===== src/rtl/core/tilt_and_heading_calc_macros.svh =====
// Assertion macros shared by the tilt and heading calculator.
`ifndef TILT_AND_HEADING_CALC_MACROS_SVH
`define TILT_AND_HEADING_CALC_MACROS_SVH

// Same-cycle implication, checked outside reset.
`define TAC_CHECK(lbl, pre, post, msg) \
   lbl: assert property (@(posedge clock) disable iff (reset) (pre) |-> (post)) \
      else $error(msg);

// Next-cycle implication, checked outside reset.
`define TAC_CHECK_NEXT(lbl, pre, post, msg) \
   lbl: assert property (@(posedge clock) disable iff (reset) (pre) |=> (post)) \
      else $error(msg);

`endif


===== src/rtl/core/tac_pkg.sv =====
// Shared types, constants and angle table for the tilt and heading calculator.
`default_nettype none
package tac_pkg;
   localparam int ANGLE_FRACTION_BITS_DEF = 16;
   localparam int TABLE_BITS = 24;
   localparam int TABLE_LEN  = 26;
   localparam int DATA_W  = 36;
   localparam int SUM_W   = 32;
   localparam int ROOT_W  = 32;
   localparam int ANGLE_W = 9;
   localparam int RAD_W   = 30;
   localparam logic [RAD_W-1:0] RAD_FIX_Q30 = 30'd1073602618;
   localparam int ROLL_LIMIT    = 90;
   localparam int HEADING_LIMIT = 180;

   localparam logic CSR_MAG_ADJUST_X = 1'b0;
   localparam logic CSR_MAG_ADJUST_Y = 1'b1;

   localparam logic [31:0] ATAN_DEG_Q24 [TABLE_LEN] = '{
      32'd754974720, 32'd445687602, 32'd235489088, 32'd119537938, 32'd60000934,
      32'd30029717, 32'd15018523, 32'd7509720, 32'd3754917, 32'd1877466,
      32'd938734, 32'd469367, 32'd234684, 32'd117342, 32'd58671, 32'd29335,
      32'd14668, 32'd7334, 32'd3667, 32'd1833, 32'd917, 32'd458, 32'd229,
      32'd115, 32'd57, 32'd29
   };

   typedef struct packed {
      logic                     valid;
      logic signed [DATA_W-1:0] num;
      logic signed [DATA_W-1:0] den;
   } tac_vec_type;

   // atan(2^-idx) in degrees, rounded half up to frac fraction bits
   function automatic logic [31:0] atan_step(input int idx, input int frac);
      int          sh;
      logic [31:0] t;
      sh = TABLE_BITS - frac;
      t  = ATAN_DEG_Q24[idx];
      if (sh == 0) begin
         return t;
      end
      return (t + (32'd1 << (sh - 1))) >> sh;
   endfunction
endpackage
`default_nettype wire


===== src/rtl/core/tac_sqrt.sv =====
// Pipelined integer square root of (sum << 32), one root bit per stage.
`default_nettype none
module tac_sqrt (
   input  wire logic                             clock,
   input  wire logic                             reset,
   input  wire logic                             in_valid,
   input  wire logic [tac_pkg::SUM_W-1:0]        in_sum,
   input  wire logic signed [tac_pkg::DATA_W-1:0] in_num,
   output tac_pkg::tac_vec_type                  out_vec
);
   localparam int RW = tac_pkg::ROOT_W;
   localparam int REM_W = RW + 3;

   logic                              valid_ff [RW];
   logic [REM_W-1:0]                  rem_ff   [RW];
   logic [RW-1:0]                     root_ff  [RW];
   logic [tac_pkg::SUM_W-1:0]         bits_ff  [RW];
   logic signed [tac_pkg::DATA_W-1:0] num_ff   [RW];

   genvar k;
   generate
      for (k = 0; k < RW; k++) begin : g_stage
         logic                              src_valid;
         logic [REM_W-1:0]                  src_rem;
         logic [RW-1:0]                     src_root;
         logic [tac_pkg::SUM_W-1:0]         src_bits;
         logic signed [tac_pkg::DATA_W-1:0] src_num;
         logic [REM_W-1:0]                  rem_raw;
         logic [REM_W-1:0]                  trial;
         logic                              take;
         logic [REM_W-1:0]                  rem_in;
         logic [RW-1:0]                     root_in;

         if (k == 0) begin : g_first
            assign src_valid = in_valid;
            assign src_rem   = '0;
            assign src_root  = '0;
            assign src_bits  = in_sum;
            assign src_num   = in_num;
         end else begin : g_next
            assign src_valid = valid_ff[k-1];
            assign src_rem   = rem_ff[k-1];
            assign src_root  = root_ff[k-1];
            assign src_bits  = bits_ff[k-1];
            assign src_num   = num_ff[k-1];
         end

         // bring down two bits, try (root << 2) | 1
         always_comb begin
            rem_raw = {src_rem[REM_W-3:0], src_bits[tac_pkg::SUM_W-1 -: 2]};
            trial   = {1'b0, src_root, 2'b01};
            take    = (rem_raw >= trial);
            rem_in  = take ? (rem_raw - trial) : rem_raw;
            root_in = {src_root[RW-2:0], take};
         end

         always_ff @(posedge clock) begin
            if (reset) begin
               valid_ff[k] <= 1'b0;
            end else begin
               valid_ff[k] <= src_valid;
            end
            rem_ff[k]  <= rem_in;
            root_ff[k] <= root_in;
            bits_ff[k] <= src_bits << 2;
            num_ff[k]  <= src_num;
         end
      end
   endgenerate

   assign out_vec.valid = valid_ff[RW-1];
   assign out_vec.num   = num_ff[RW-1];
   assign out_vec.den   = $signed({{(tac_pkg::DATA_W - RW){1'b0}}, root_ff[RW-1]});
endmodule
`default_nettype wire


===== config.mk =====
export PLATFORM = sky130hd
export DESIGN_NAME = tac_sqrt
export DESIGN_NICKNAME = d
export VERILOG_FILES = /design/src/rtl/core/tilt_and_heading_calc_macros.svh /design/src/rtl/core/tac_pkg.sv /design/src/rtl/core/tac_sqrt.sv
export SDC_FILE = /design/constraint.sdc
export NUM_CORES = 2
export LEC_CHECK = 0
export BUFFER_PORTS_ARGS = -buffer_cell sky130_fd_sc_hd__buf_2
export CAP_MARGIN = 0
export CORE_MARGIN = 2
export CORE_UTILIZATION = 30
export DETAILED_ROUTE_END_ITERATION = 10
export GPL_TIMING_DRIVEN = 0
export PLACE_DENSITY = 0.56
export SLEW_MARGIN = 25
export SYNTH_ARGS = -nofsm -noshare
export SYNTH_HDL_FRONTEND = slang
export SYNTH_MEMORY_MAX_BITS = 65536
export SYNTH_SLANG_ARGS = --single-unit

===== constraint.sdc =====
create_clock -name clock -period 3.25 [get_ports clock]
set_input_delay 0.8125 -clock clock [delete_from_list [all_inputs] [get_ports clock]]
set_output_delay 0.8125 -clock clock [all_outputs]
set_load 0.02 [all_outputs]

==> results by group <==
Route
  – Drt pass-1 iters: 5
  – Via count of the routed design: 62810
  – Final WL: 201100 um
  – Drt wl/cell: 14.23 um
  – Met2 wire length: 96910 um
  – Top layer in use: met4
  – Drt drc: 0
  – Detail Route Antenna Nets: 0
  – M1 WL: 85510 um
  – 1st-iter DRT viols: 3007
  – Via-to-Cell Ratio: 4.444
  – WL met3: 9125 um

STA
  – Total Neg Setup Slack: -2043 ps
  – Final Critical Period: 3374 ps
  – Worst-margin pin slew: 766.4 ps
  – Worst hold slack: 110.0 ps
  – Setup-failing EPs final: 36
  – Worst rel slew slack: 48.24%
  – Final worst path period share: 103.8%
  – Final hold viol count: 0
  – Max Freq: 296.4 MHz
  – Final worst slack: -124.3 ps
  – Slew Viols, Final: 0
  – RSZ-0062 raised after global routing: true
  – Clk_skew: 56.32 ps

Cells and area
  – Area grow syn2layout: 20.69%
  – Most frequent cells in the layout: dfxtp_1, inv_1, nand2_1, ha_1, o21ai_0
  – Finished Layout Cells: 14130
  – Nets: 10190
  – Commonest non-fill, non-tap cell in the layout: dfxtp_1
  – Layout cells sized above 1: 12.50%
  – Final core utilization: 36.45%

Critical path
  – Critical Path Start Type: flip-flop
  – Required time of the critical path: 4040 ps
  – Critical Path AT: 4160 ps
  – Critical path endpoint category: flip-flop
  – CP max FO: 8
  – Crit Path Class: reg -> reg

Run status
  – Failing checks: setup timing
  – Outcome: complete, but fails checks

Synthesis
  – Post-Syn Instances: 8983
  – Cell area after synthesis: 97160 um^2
  – EDFF count, synth: 0
  – Number of synthesized register bits: 2911
  – Primary FF master, synth: dfxtp_1
  – Synth area leaders: dfxtp_1, ha_1, xor2_1, xnor2_1, inv_1
  – Syn avg cell area: 10.82 um^2
  – Yosys top cell by area: dfxtp_1
  – Ys async rst share: 0%
  – Post-synthesis sequential area ratio: 59.98%
  – Top-area cell type share of the netlist area: 59.98%
  – Yosys warning total: 0
  – Distinct cells, synth: 87

Floorplan
  – Initial Util: 30.21%
  – Die extent in y: 573.1 um
  – Core area: 321700 um^2
  – I/O pin count: 144
  – FP Rows: 208
  – Die area: 328400 um^2
  – DIE WIDTH: 573.1 um

CTS
  – Root buf cell: clkbuf_16
  – Number of H-tree levels: 5
  – Clock slew at reported path FFs: 60 ps
  – Clk buf depth: 4
  – Worst-skew pair later-pin latency: 900 ps
  – Total CTS buffers: 309
  – TritonCTS clock tree: built
  – Clk sink count: 2911

Power and ir drop
  – Leak Pwr: 53.06 nW
  – Power Dens Cells: 787.6 nW/um^2
  – Peak supply drop: 0.5284 mV
  – Pwr Total: 0.09236 W

Global routing
  – Pin count of the biggest net entering global routing: 16
  – First-pass GRT wire length: 323200 um
  – Grt ovf: 0
  – Vias in the first global route: 64080
  – Initial antenna violation count: 4
  – All-Layer GR Usage: 11.79%

Place
  – Port Buffers: 139
  – Dpl cells: 13430
  – Dpl hpwl: 147200 um
  – Final Wtd Congestion: 0.8977

Job
  – Max Cap Viol: 0

Worst hold path
  – Hold Path Class: in -> reg
[timing repair]
| action | in CTS | in global routing |
|---|---|---|
| pin swaps | 38 | 65 |
| buffers inserted | 40 | 42 |
| hold endpoints to repair | 67 | 0 |
| cloned | 2 | 1 |
| resized for setup | 269 | 288 |
| hold buffers | 67 | 0 |
| endpoints found under the setup margin | 648 | 573 |
[where the power goes]
group,switching (W),internal [W]
registers,0.00345,0.0404
clock network,0.0143,0.0215
logic,0.00688,0.00573
total,0.0247,0.0677
[final cells by class]
type | count | area, um^2
fill | 31380 | 204400
sequential | 2911 | 58300
multi-input combinational | 5227 | 37390
clock buffer | 437 | 9020
tap | 4305 | 5386
inverter | 707 | 2658
timing repair buffer | 290 | 2072
clock inverter | 124 | 1664
buffer | 130 | 768.2
antenna | 3 | 7.507
[stage by stage]
stage	area (um^2)	setup WS, ps
after global routing	117300	-203.4
final	117300	-124.3
after floorplan	97190	22.25
after detailed placement	103300	-1524
after CTS	116000	-223.2
after global placement	103300	-1600
[state kept, by name, indices dropped and copies added (netlist names)]
name,cells
bits_ff,240
num_ff,1152
rem_ff,959
root_ff,528
valid_ff,32
[worst paths after layout]
path,startpoint,to,slack [ps],cells past startpoint
hold reg to reg,num_ff[5][65],num_ff[6][29],280,0
hold / removal,in_sum[31],root_ff[0][0],110,2
setup reg to reg,rem_ff[0][438],rem_ff[0][459],-120,8
setup / recovery,rem_ff[0][438],rem_ff[0][459],-120,8
[routing by layer]
layer  track usage (%)  vias up
li1                  -    31700
met2             20.82     1349
met3             2.224      545
met1             13.61    29220
met4             5.750        0
met5                 0        -
[kinds of logic after synthesis]
family / Yosys count / synth area share, %
XOR/XNOR: 765 / 6.896
buffers and inverters: 849 / 3.315
flip-flops: 2911 / 59.98
AND/OR/NAND/NOR: 2125 / 10.80
multiplexers: 85 / 0.9800
other: 1 / 0.003859
adder cells (fa/ha/maj): 545 / 7.134
AO/OA/AOI/OAI: 1702 / 10.90
[cell usage after synthesis (85+ instances only)]
library cell	n
dfxtp_1	2911
inv_1	705
nand2_1	618
ha_1	530
o21ai_0	527
nor2_1	466
a21oi_1	428
xor2_1	397
xnor2_1	368
nor3_1	211
a21o_1	202
clkbuf_1	123
nor4_1	109
nand3_1	104
nand2b_1	101
nor2b_1	100
or3_1	94
o21a_1	85
[worst max-delay path, stage by stage, from the launching register on]
cell	delay [ps]
dfxtp_4	350
or4_4	510
or4_4	430
or3_4	340
or3_4	340
or4_4	440
nor3b_4	270
buf_6	240
mux2_4	320
No activity file was read; power rests on OpenSTA's default activity.
